[src/rtl/torq_pkg.sv]
package torq_pkg;

  // default number of stored descriptors
  localparam int unsigned DefaultDepth = 16;
  // most entries one service may release
  localparam int unsigned MaxResults = 16;

  // request codes; code 3 is unused and only acknowledged
  typedef enum logic [1:0] {
    REQ_INSERT  = 2'd0,
    REQ_SERVICE = 2'd1,
    REQ_FLUSH   = 2'd2
  } req_e;

  // result kind and status codes
  localparam logic KindAck     = 1'b0;
  localparam logic KindRelease = 1'b1;
  localparam logic StatusOk    = 1'b0;
  localparam logic StatusFull  = 1'b1;

  // one stored message descriptor
  typedef struct packed {
    logic [31:0] tm;
    logic [7:0]  sender;
    logic [15:0] tag;
    logic [15:0] size;
  } entry_t;

  // one result transaction
  typedef struct packed {
    logic        kind;
    logic        status;
    logic [7:0]  sender;
    logic [15:0] tag;
    logic [15:0] size;
    logic [31:0] tm;
    logic        last;
  } res_t;

endpackage

[src/rtl/timestamp_ordered_release_queue.sv]
// Sorted store of up to DEPTH message descriptors kept in a ring in one
// synchronous memory. A command is taken when start is high and busy is low.
// Flush, an unused request code, a rejected insert, an insert into an empty
// store and a service that does not act finish at once; their
// acknowledgement appears in the following cycle.
// An insert walks back from the tail through the memory read port, one entry
// per cycle, moving each entry that sorts after the new one up one place.
// A service that acts reads the head entries one per cycle and releases at
// most 16 of them; released entries come out one per cycle, oldest first,
// with last set on the final one. Every result is on the ports for a single
// cycle with strobe_o high and cannot be held off. No clearing pass is
// needed after reset.
module timestamp_ordered_release_queue
  import torq_pkg::*;
#(
  parameter int unsigned DEPTH = DefaultDepth
) (
  input  logic        clk_i,
  input  logic        rst_ni,
  input  logic        start,
  output logic        busy,
  input  logic [1:0]  req_type_i,
  input  logic [31:0] send_time_i,
  input  logic [31:0] offset_time_i,
  input  logic [7:0]  sender_id_i,
  input  logic [15:0] payload_tag_i,
  input  logic [15:0] payload_size_i,
  input  logic [31:0] recv_time_i,
  input  logic        time_rolling_i,
  output logic        strobe_o,
  output logic        kind_o,
  output logic        status_o,
  output logic [7:0]  out_sender_o,
  output logic [15:0] out_tag_o,
  output logic [15:0] out_size_o,
  output logic [31:0] out_time_o,
  output logic        last_o
);

  localparam int unsigned AW = $clog2(DEPTH);
  localparam int unsigned CW = $clog2(DEPTH + 1);

  logic          we;
  logic [AW-1:0] waddr;
  entry_t        wdata;
  logic          re;
  logic [AW-1:0] raddr;
  entry_t        rdata;
  logic          res_valid;
  res_t          res;
  logic [CW-1:0] count;

  logic          strobe_q;
  res_t          res_q;

  torq_mem #(
    .DEPTH (DEPTH),
    .AW    (AW)
  ) u_mem (
    .clk_i   (clk_i),
    .we_i    (we),
    .waddr_i (waddr),
    .wdata_i (wdata),
    .re_i    (re),
    .raddr_i (raddr),
    .rdata_o (rdata)
  );

  torq_ctrl #(
    .DEPTH (DEPTH),
    .AW    (AW),
    .CW    (CW)
  ) u_ctrl (
    .clk_i          (clk_i),
    .rst_ni         (rst_ni),
    .start_i        (start),
    .busy_o         (busy),
    .req_type_i     (req_type_i),
    .send_time_i    (send_time_i),
    .offset_time_i  (offset_time_i),
    .sender_id_i    (sender_id_i),
    .payload_tag_i  (payload_tag_i),
    .payload_size_i (payload_size_i),
    .recv_time_i    (recv_time_i),
    .time_rolling_i (time_rolling_i),
    .we_o           (we),
    .waddr_o        (waddr),
    .wdata_o        (wdata),
    .re_o           (re),
    .raddr_o        (raddr),
    .rdata_i        (rdata),
    .res_valid_o    (res_valid),
    .res_o          (res),
    .count_o        (count)
  );

  // result output register
  always_ff @(posedge clk_i or negedge rst_ni) begin
    if (!rst_ni) begin
      strobe_q <= 1'b0;
    end else begin
      strobe_q <= res_valid;
    end
  end

  always_ff @(posedge clk_i) begin
    if (res_valid) begin
      res_q <= res;
    end
  end

  assign strobe_o     = strobe_q;
  assign kind_o       = res_q.kind;
  assign status_o     = res_q.status;
  assign out_sender_o = res_q.sender;
  assign out_tag_o    = res_q.tag;
  assign out_size_o   = res_q.size;
  assign out_time_o   = res_q.tm;
  assign last_o       = res_q.last;

  // fill count stays within the store
  assert property (@(posedge clk_i) disable iff (!rst_ni) count <= CW'(DEPTH))
    else $error("fill count exceeds depth");

  // an accepted command either keeps working or answers next cycle
  assert property (@(posedge clk_i) disable iff (!rst_ni) start && !busy |=> busy || strobe_o)
    else $error("accepted command dropped");

  // a result that is not the final one means the sequencer is still running
  assert property (@(posedge clk_i) disable iff (!rst_ni) strobe_o && !last_o |-> busy)
    else $error("release burst ended without a final result");

  // an acknowledgement is always the single, final result of its command
  assert property (@(posedge clk_i) disable iff (!rst_ni)
                   strobe_o && (kind_o == KindAck) |-> last_o)
    else $error("acknowledgement without last");

endmodule

[src/rtl/torq_mem.sv]
module torq_mem
  import torq_pkg::*;
#(
  parameter int unsigned DEPTH = DefaultDepth,
  parameter int unsigned AW    = $clog2(DEPTH)
) (
  input  logic          clk_i,
  input  logic          we_i,
  input  logic [AW-1:0] waddr_i,
  input  entry_t        wdata_i,
  input  logic          re_i,
  input  logic [AW-1:0] raddr_i,
  output entry_t        rdata_o
);

  entry_t mem [DEPTH];
  entry_t rdata_q;

  // write port
  always_ff @(posedge clk_i) begin
    if (we_i) begin
      mem[waddr_i] <= wdata_i;
    end
  end

  // read port, registered output
  always_ff @(posedge clk_i) begin
    if (re_i) begin
      rdata_q <= mem[raddr_i];
    end
  end

  assign rdata_o = rdata_q;

endmodule

[src/rtl/torq_ctrl.sv]
module torq_ctrl
  import torq_pkg::*;
#(
  parameter int unsigned DEPTH = DefaultDepth,
  parameter int unsigned AW    = $clog2(DEPTH),
  parameter int unsigned CW    = $clog2(DEPTH + 1)
) (
  input  logic          clk_i,
  input  logic          rst_ni,
  input  logic          start_i,
  output logic          busy_o,
  input  logic [1:0]    req_type_i,
  input  logic [31:0]   send_time_i,
  input  logic [31:0]   offset_time_i,
  input  logic [7:0]    sender_id_i,
  input  logic [15:0]   payload_tag_i,
  input  logic [15:0]   payload_size_i,
  input  logic [31:0]   recv_time_i,
  input  logic          time_rolling_i,
  // memory side
  output logic          we_o,
  output logic [AW-1:0] waddr_o,
  output entry_t        wdata_o,
  output logic          re_o,
  output logic [AW-1:0] raddr_o,
  input  entry_t        rdata_i,
  // result side
  output logic          res_valid_o,
  output res_t          res_o,
  output logic [CW-1:0] count_o
);

  typedef enum logic [3:0] {
    S_IDLE    = 4'b0001,
    S_INSERT  = 4'b0010,
    S_PUT     = 4'b0100,
    S_RELEASE = 4'b1000
  } state_e;

  state_e        state_q, state_d;
  logic [CW-1:0] count_q, count_d;
  logic [AW-1:0] head_q, head_d;
  logic [31:0]   prev_q, prev_d;
  logic [31:0]   recv_q, recv_d;
  entry_t        new_q, new_d;
  logic [AW-1:0] k_q, k_d;
  logic [CW-1:0] idx_q, idx_d;
  entry_t        pend_q, pend_d;
  logic          pend_v_q, pend_v_d;

  entry_t        entry_in;
  logic          goes_after;
  logic          elig;

  // logical position to physical address in the ring
  function automatic logic [AW-1:0] phys(input logic [AW-1:0] h, input logic [CW-1:0] l);
    logic [CW:0] s;
    s = (CW+1)'(h) + (CW+1)'(l);
    if (s >= (CW+1)'(DEPTH)) begin
      s = s - (CW+1)'(DEPTH);
    end
    return s[AW-1:0];
  endfunction

  // incoming descriptor with wrapped sequence time
  always_comb begin
    entry_in.tm     = send_time_i + offset_time_i;
    entry_in.sender = sender_id_i;
    entry_in.tag    = payload_tag_i;
    entry_in.size   = payload_size_i;
  end

  // stored entry must move one place up to make room
  assign goes_after = (rdata_i.tm > new_q.tm) ||
                      ((rdata_i.tm == new_q.tm) && (rdata_i.sender < new_q.sender));

  // entry just read qualifies for release
  assign elig = (idx_q < count_q) && (32'(idx_q) < MaxResults) && (rdata_i.tm < recv_q);

  assign busy_o  = (state_q != S_IDLE);
  assign count_o = count_q;

  // sequencer
  always_comb begin
    state_d     = state_q;
    count_d     = count_q;
    head_d      = head_q;
    prev_d      = prev_q;
    recv_d      = recv_q;
    new_d       = new_q;
    k_d         = k_q;
    idx_d       = idx_q;
    pend_d      = pend_q;
    pend_v_d    = pend_v_q;
    we_o        = 1'b0;
    waddr_o     = head_q;
    wdata_o     = new_q;
    re_o        = 1'b0;
    raddr_o     = head_q;
    res_valid_o = 1'b0;
    res_o       = '0;
    res_o.kind  = KindAck;
    res_o.last  = 1'b1;

    unique case (state_q)
      S_IDLE: begin
        if (start_i) begin
          unique case (req_type_i)
            REQ_INSERT: begin
              if (count_q == CW'(DEPTH)) begin
                res_valid_o  = 1'b1;
                res_o.status = StatusFull;
              end else if (count_q == '0) begin
                we_o        = 1'b1;
                waddr_o     = head_q;
                wdata_o     = entry_in;
                count_d     = count_q + CW'(1);
                res_valid_o = 1'b1;
              end else begin
                // walk back from the tail
                new_d   = entry_in;
                k_d     = AW'(count_q - CW'(1));
                re_o    = 1'b1;
                raddr_o = phys(head_q, count_q - CW'(1));
                state_d = S_INSERT;
              end
            end
            REQ_SERVICE: begin
              if (time_rolling_i && (recv_time_i != prev_q)) begin
                prev_d   = recv_time_i;
                recv_d   = recv_time_i;
                idx_d    = '0;
                pend_v_d = 1'b0;
                re_o     = 1'b1;
                raddr_o  = head_q;
                state_d  = S_RELEASE;
              end else begin
                res_valid_o = 1'b1;
              end
            end
            REQ_FLUSH: begin
              count_d     = '0;
              res_valid_o = 1'b1;
            end
            default: begin
              res_valid_o = 1'b1;
            end
          endcase
        end
      end

      S_INSERT: begin
        we_o    = 1'b1;
        waddr_o = phys(head_q, CW'(k_q) + CW'(1));
        if (goes_after) begin
          wdata_o = rdata_i;
          if (k_q == '0) begin
            state_d = S_PUT;
          end else begin
            k_d     = k_q - AW'(1);
            re_o    = 1'b1;
            raddr_o = phys(head_q, CW'(k_q) - CW'(1));
          end
        end else begin
          wdata_o     = new_q;
          count_d     = count_q + CW'(1);
          res_valid_o = 1'b1;
          state_d     = S_IDLE;
        end
      end

      S_PUT: begin
        we_o        = 1'b1;
        waddr_o     = head_q;
        wdata_o     = new_q;
        count_d     = count_q + CW'(1);
        res_valid_o = 1'b1;
        state_d     = S_IDLE;
      end

      S_RELEASE: begin
        // held entry goes out once we know whether another follows
        if (pend_v_q) begin
          res_valid_o  = 1'b1;
          res_o.kind   = KindRelease;
          res_o.status = StatusOk;
          res_o.sender = pend_q.sender;
          res_o.tag    = pend_q.tag;
          res_o.size   = pend_q.size;
          res_o.tm     = pend_q.tm;
          res_o.last   = !elig;
        end
        if (elig) begin
          pend_d   = rdata_i;
          pend_v_d = 1'b1;
          idx_d    = idx_q + CW'(1);
          re_o     = 1'b1;
          raddr_o  = phys(head_q, idx_q + CW'(1));
        end else begin
          head_d  = phys(head_q, idx_q);
          count_d = count_q - idx_q;
          if (!pend_v_q) begin
            res_valid_o = 1'b1;
          end
          state_d = S_IDLE;
        end
      end

      default: begin
        state_d = S_IDLE;
      end
    endcase
  end

  // control registers
  always_ff @(posedge clk_i or negedge rst_ni) begin
    if (!rst_ni) begin
      state_q  <= S_IDLE;
      count_q  <= '0;
      head_q   <= '0;
      prev_q   <= '0;
      pend_v_q <= 1'b0;
    end else begin
      state_q  <= state_d;
      count_q  <= count_d;
      head_q   <= head_d;
      prev_q   <= prev_d;
      pend_v_q <= pend_v_d;
    end
  end

  // working registers
  always_ff @(posedge clk_i) begin
    recv_q <= recv_d;
    new_q  <= new_d;
    k_q    <= k_d;
    idx_q  <= idx_d;
    pend_q <= pend_d;
  end

endmodule
[config.mk]
export PLATFORM = sky130hd
export DESIGN_NAME = timestamp_ordered_release_queue
export DESIGN_NICKNAME = d
export VERILOG_FILES = /design/src/rtl/torq_pkg.sv /design/src/rtl/timestamp_ordered_release_queue.sv /design/src/rtl/torq_mem.sv /design/src/rtl/torq_ctrl.sv
export SDC_FILE = /design/constraint.sdc
export NUM_CORES = 2
export LEC_CHECK = 0
export ABC_CLOCK_PERIOD_IN_PS = 10510
export BUFFER_PORTS_ARGS = -buffer_cell sky130_fd_sc_hd__buf_2
export CAP_MARGIN = 10
export CORE_ASPECT_RATIO = 1.2
export CORE_MARGIN = 2
export CORE_UTILIZATION = 55
export CTS_CLUSTER_DIAMETER = 150
export DETAILED_ROUTE_END_ITERATION = 8
export PLACE_DENSITY = 0.79
export SYNTH_ARGS = -nofsm -noshare
export SYNTH_HDL_FRONTEND = slang
export SYNTH_SLANG_ARGS = --single-unit
[constraint.sdc]
create_clock -name clk_i -period 10.51 [get_ports clk_i]
set_clock_uncertainty 0.1 [all_clocks]
set_input_delay 2.102 -clock clk_i [delete_from_list [all_inputs] [get_ports clk_i]]
set_output_delay 2.102 -clock clk_i [all_outputs]
set_load 0.005 [all_outputs]
==> run summary <==
Run status
• **outcome** complete, no violations

CTS
• **TritonCTS Buffers** 147
• **number of buffers added for setup after CTS** 0
• **Root Buffer** clkbuf_16
• **count of cells resized by post-cts repair** 0
• **CTS tree** done
• **CTS sink count** 1531
• **CTS HTree Levels** 4
• **Max Root-Sink Buffers** 3
• **clock-pin slew reported for the worst setup and hold paths after clock tree synthesis** 0.06 ns
• **clock latency of the later-clocked register in the worst-skew pair** 0.78 ns
• **# hold bufs at CTS** 0

Layout
• **count of inserted antenna diode cells** 0
• **fraction of layout instances using a drive strength above 1** 14.2%
• **post-route cell area** 71200 um2
• **synth-to-layout area growth** 11.1%
• **post-layout net count** 4549
• **number of filler instances in the final layout** 8132

Die
• **area of the die** 119000 um2
• **die span in y** 378 um
• **number of ports placed on the die boundary** 219
• **horizontal die dimension** 316 um
• **Cell Rows** 137
• **core box area** 116000 um2
• **starting utilization of the core area** 55.3%

Routing
• **iteration-0 DRC count of the detailed router** 3834
• **routed metal-1 wire length** 58500 um
• **top routing layer in use** met5
• **DR WL met2** 75900 um
• **number of design rule violations left after detail routing** 0
• **vias per cell** 6.15
• **total routed wirelength** 154000 um
• **remaining antenna violation count** 0
• **amount of wire on met3 after detailed routing** 13400 um
• **routed wirelength normalized by instance count** 26.1 um
• **total iterations of the first detailed-routing run** 6
• **via total after detailed routing** 36411

Critical path
• **number of cells on the worst reg-to-reg path** 14
• **critical path endpoint category** flip-flop
• **Max stage delay on crit path** 0.91 ns
• **endpoint of the most critical register-to-register path** u_mem.rdata_o[66]
• **critical-path cell with the highest stage delay** buf_4
• **data arrival at the endpoint of the critical path** 6.50 ns
• **critical setup path kind** reg -> reg
• **worst-path maximum fanout** 158
• **type of element launching the critical path** flip-flop
• **worst setup slack for register-to-register paths** 4.32 ns
• **cell-by-cell trace of the critical path** ha_1, nand4_1, nor4_2, nand2_1, or3_1, o211a_4, nand2b_2, nor2_1, a211oi_4, buf_12, buf_4, mux2i_1, a32oi_1, o221ai_1
• **launching point of the worst reg2reg path** u_mem.rdata_o[69]
• **data required time of the critical path** 10.83 ns

Placement
• **final weighted congestion in routability-driven placement** 0.865
• **post-detailed-placement half-perimeter wirelength** 85300 um
• **post-placement worst setup slack** 4.17 ns
• **number of buffer cells added on primary ports** 218
• **placed inst area** 66600 um2

Yosys
• **Async S/R FF share, synth** 3.07%
• **number of warning messages in the yosys log** 0
• **sequential cell area fraction in the yosys report** 71.3%
• **number of storage elements in the synthesis netlist** 1531
• **flip-flop cell with the highest count after synthesis** edfxtp_1
• **count of flip-flops with a built-in enable after synthesis** 1484
• **synthesized instance count** 4047
• **netlist area before placement** 64100 um2
• **count of unique library cells instantiated by Yosys** 82
• **per-instance average area after synthesis** 15.8 um2
• **Synth Net Count** 4322

Global routing
• **via count of the first global-routing pass** 36674
• **total global routing track utilization** 25.6%
• **global-route wire length before repair** 226000 um
• **number of antenna violations at the first check in global routing** 5
• **largest net degree at the start of global routing** 183
• **total global routing overflow** 0

STA
• **max-slew violation count** 0
• **setup tns final** 0 ns
• **relative slew slack** 15.9%
• **final critical-path required period** 6.19 ns
• **final hold slack** 0.356 ns
• **count of endpoints failing hold in the final timing report** 0
• **actual slew at the worst max-slew pin** 1.26 ns
• **final worst-path cycle share** 58.9%
• **number of failing setup endpoints in the final timing report** 0
• **worst path setup slack after routing** 4.32 ns
• **setup repair after global routing missed its margin** false
• **maximum clock frequency** 162 MHz

Pwr
• **Max VDD drop** 278 uV
• **power per cell area** 246 nW/um2
• **leakage power of the design** 24.8 nW

Worst hold path
• **end point of the most critical hold path** u_ctrl.pend_q[3]
• **origin of the worst min-delay path** u_mem.rdata_o[3]
• **worst hold path class** reg -> reg
• **hold-critical path depth** 0

Job
• **max-cap violation count** 0

how the worst max path moves through the flow:
stage                                 start                end  slack [ns]  cells past startpoint
final                     u_mem.rdata_o[69]  u_mem.rdata_o[66]        4.32                     14
after global routing      u_mem.rdata_o[69]  u_mem.rdata_o[66]        4.19                     14
after CTS                 u_mem.rdata_o[69]  u_mem.rdata_o[66]        4.46                     14
after detailed placement      req_type_i[1]  u_mem.rdata_o[20]        4.17                     13
after global placement        req_type_i[1]  u_mem.rdata_o[19]        4.27                     13
after floorplan               req_type_i[1]    u_mem.mem[1][0]        3.77                      7
registers in the layout, indices dropped and copies added (netlist names):
register and flops:
kind_o 1, last_o 1, u_mem.rdata_o 72, u_mem.mem 1152, u_ctrl.idx_q 5, status_o 1, out_tag_o 16, out_size_o 16
out_time_o 32, u_ctrl.new_q 72, u_ctrl.prev_q 32, u_ctrl.k_q 4, u_ctrl.count_o 5, u_ctrl.pend_q 72, u_ctrl.state_q 4, u_ctrl.head_q 4
u_ctrl.recv_q 32, strobe_o 1, out_sender_o 8, u_ctrl.pend_v_q 1
power breakdown:
group | internal (mW) | switching [mW]
Combinational | 1.92 | 3.01
Clock | 2.83 | 2.23
Sequential | 7.28 | 0.223
critical path, delay by kind of cell (launching register included):
kind	cells	cell delay, ns
adder cells (fa/ha/maj)	1	0.36
AND/OR/NAND/NOR	6	1.95
buffers and inverters	2	1.54
AO/OA/AOI/OAI	4	1.02
flip-flops	1	0.53
multiplexers	1	0.24
cells in the final DEF (no fill, tap or decap), types with 10 or more instances in the layout:
cell,n
a21o_1,27
nand3_1,21
inv_1,105
clkinv_1,35
edfxtp_1,1484
xor2_1,14
nand2_1,327
clkinv_2,18
a32oi_1,71
a22oi_1,67
mux2_2,95
dfrtp_1,45
clkbuf_16,151
mux2_1,80
o221ai_1,72
clkbuf_1,31
nor2_4,20
buf_2,218
mux2i_1,516
a21oi_1,213
o21ai_0,41
xnor2_1,71
nand2b_1,10
and3_1,77
ha_1,126
nor2_1,197
nand4_1,18
nor3_1,13
buf_4,54
Yosys cell counts, drive strengths merged (10+ instances only):
| library cell | count | area share (%) |
|---|---|---|
| dfrtp | 46 | 1.8 |
| mux2 | 175 | 3.1 |
| nand4 | 18 | 0.18 |
| xor2 | 14 | 0.19 |
| edfxtp | 1484 | 70 |
| ha | 126 | 2.5 |
| xnor2 | 71 | 0.97 |
| a21o | 27 | 0.32 |
| mux2i | 516 | 8.1 |
| a21oi | 213 | 1.7 |
| o221ai | 72 | 0.98 |
| nor2 | 217 | 1.3 |
| nand2b | 11 | 0.11 |
| nand3 | 22 | 0.17 |
| nor4 | 10 | 0.14 |
| nand2 | 329 | 1.9 |
| o21ai | 49 | 0.41 |
| and3 | 78 | 0.76 |
| clkbuf | 63 | 0.37 |
| nor3 | 14 | 0.12 |
| inv | 105 | 0.61 |
| a22oi | 67 | 0.78 |
| buf | 138 | 1.6 |
| a32oi | 71 | 0.97 |
cell families (layout without fill, tap and decap cells):
family / Yosys count / count (layout) / synth area share (%)
flops: 1531 / 1531 / 71.3
simple gates: 733 / 733 / 5.12
mux: 691 / 691 / 11.1
compound gates: 567 / 567 / 6.02
buf+inv: 307 / 650 / 2.55
fa+ha+maj: 133 / 133 / 2.68
xor+xnor: 85 / 85 / 1.16
cell type report:
class	instances	area [um2]	area share, %
Clock buffer	184	3920	5.51
Clock inverter	81	649	0.912
Inverter	106	398	0.559
Multi-Input combinational cell	2209	16900	23.8
Sequential cell	1531	45700	64.2
Tap cell	1529	1910	2.69
Timing Repair Buffer	279	1640	2.30
through the flow:
step                      instances  util [%]  power, mW
after global routing           5919      61.5       18.2
after floorplan                4047         -       11.4
final                          5919      61.5       17.5
after CTS                      5919      61.5       17.5
after detailed placement       5654      57.5       12.5
after global placement         5654      57.5       12.4
metal layers:
| metal | GRT usage, % | vias up |
|---|---|---|
| met4 | 10.8 | 4 |
| li1 | - | 16012 |
| met1 | 32.6 | 18263 |
| met2 | 43.1 | 1777 |
| met3 | 4.99 | 355 |
| met5 | 0 | - |
(Power assumes the default switching activity.)
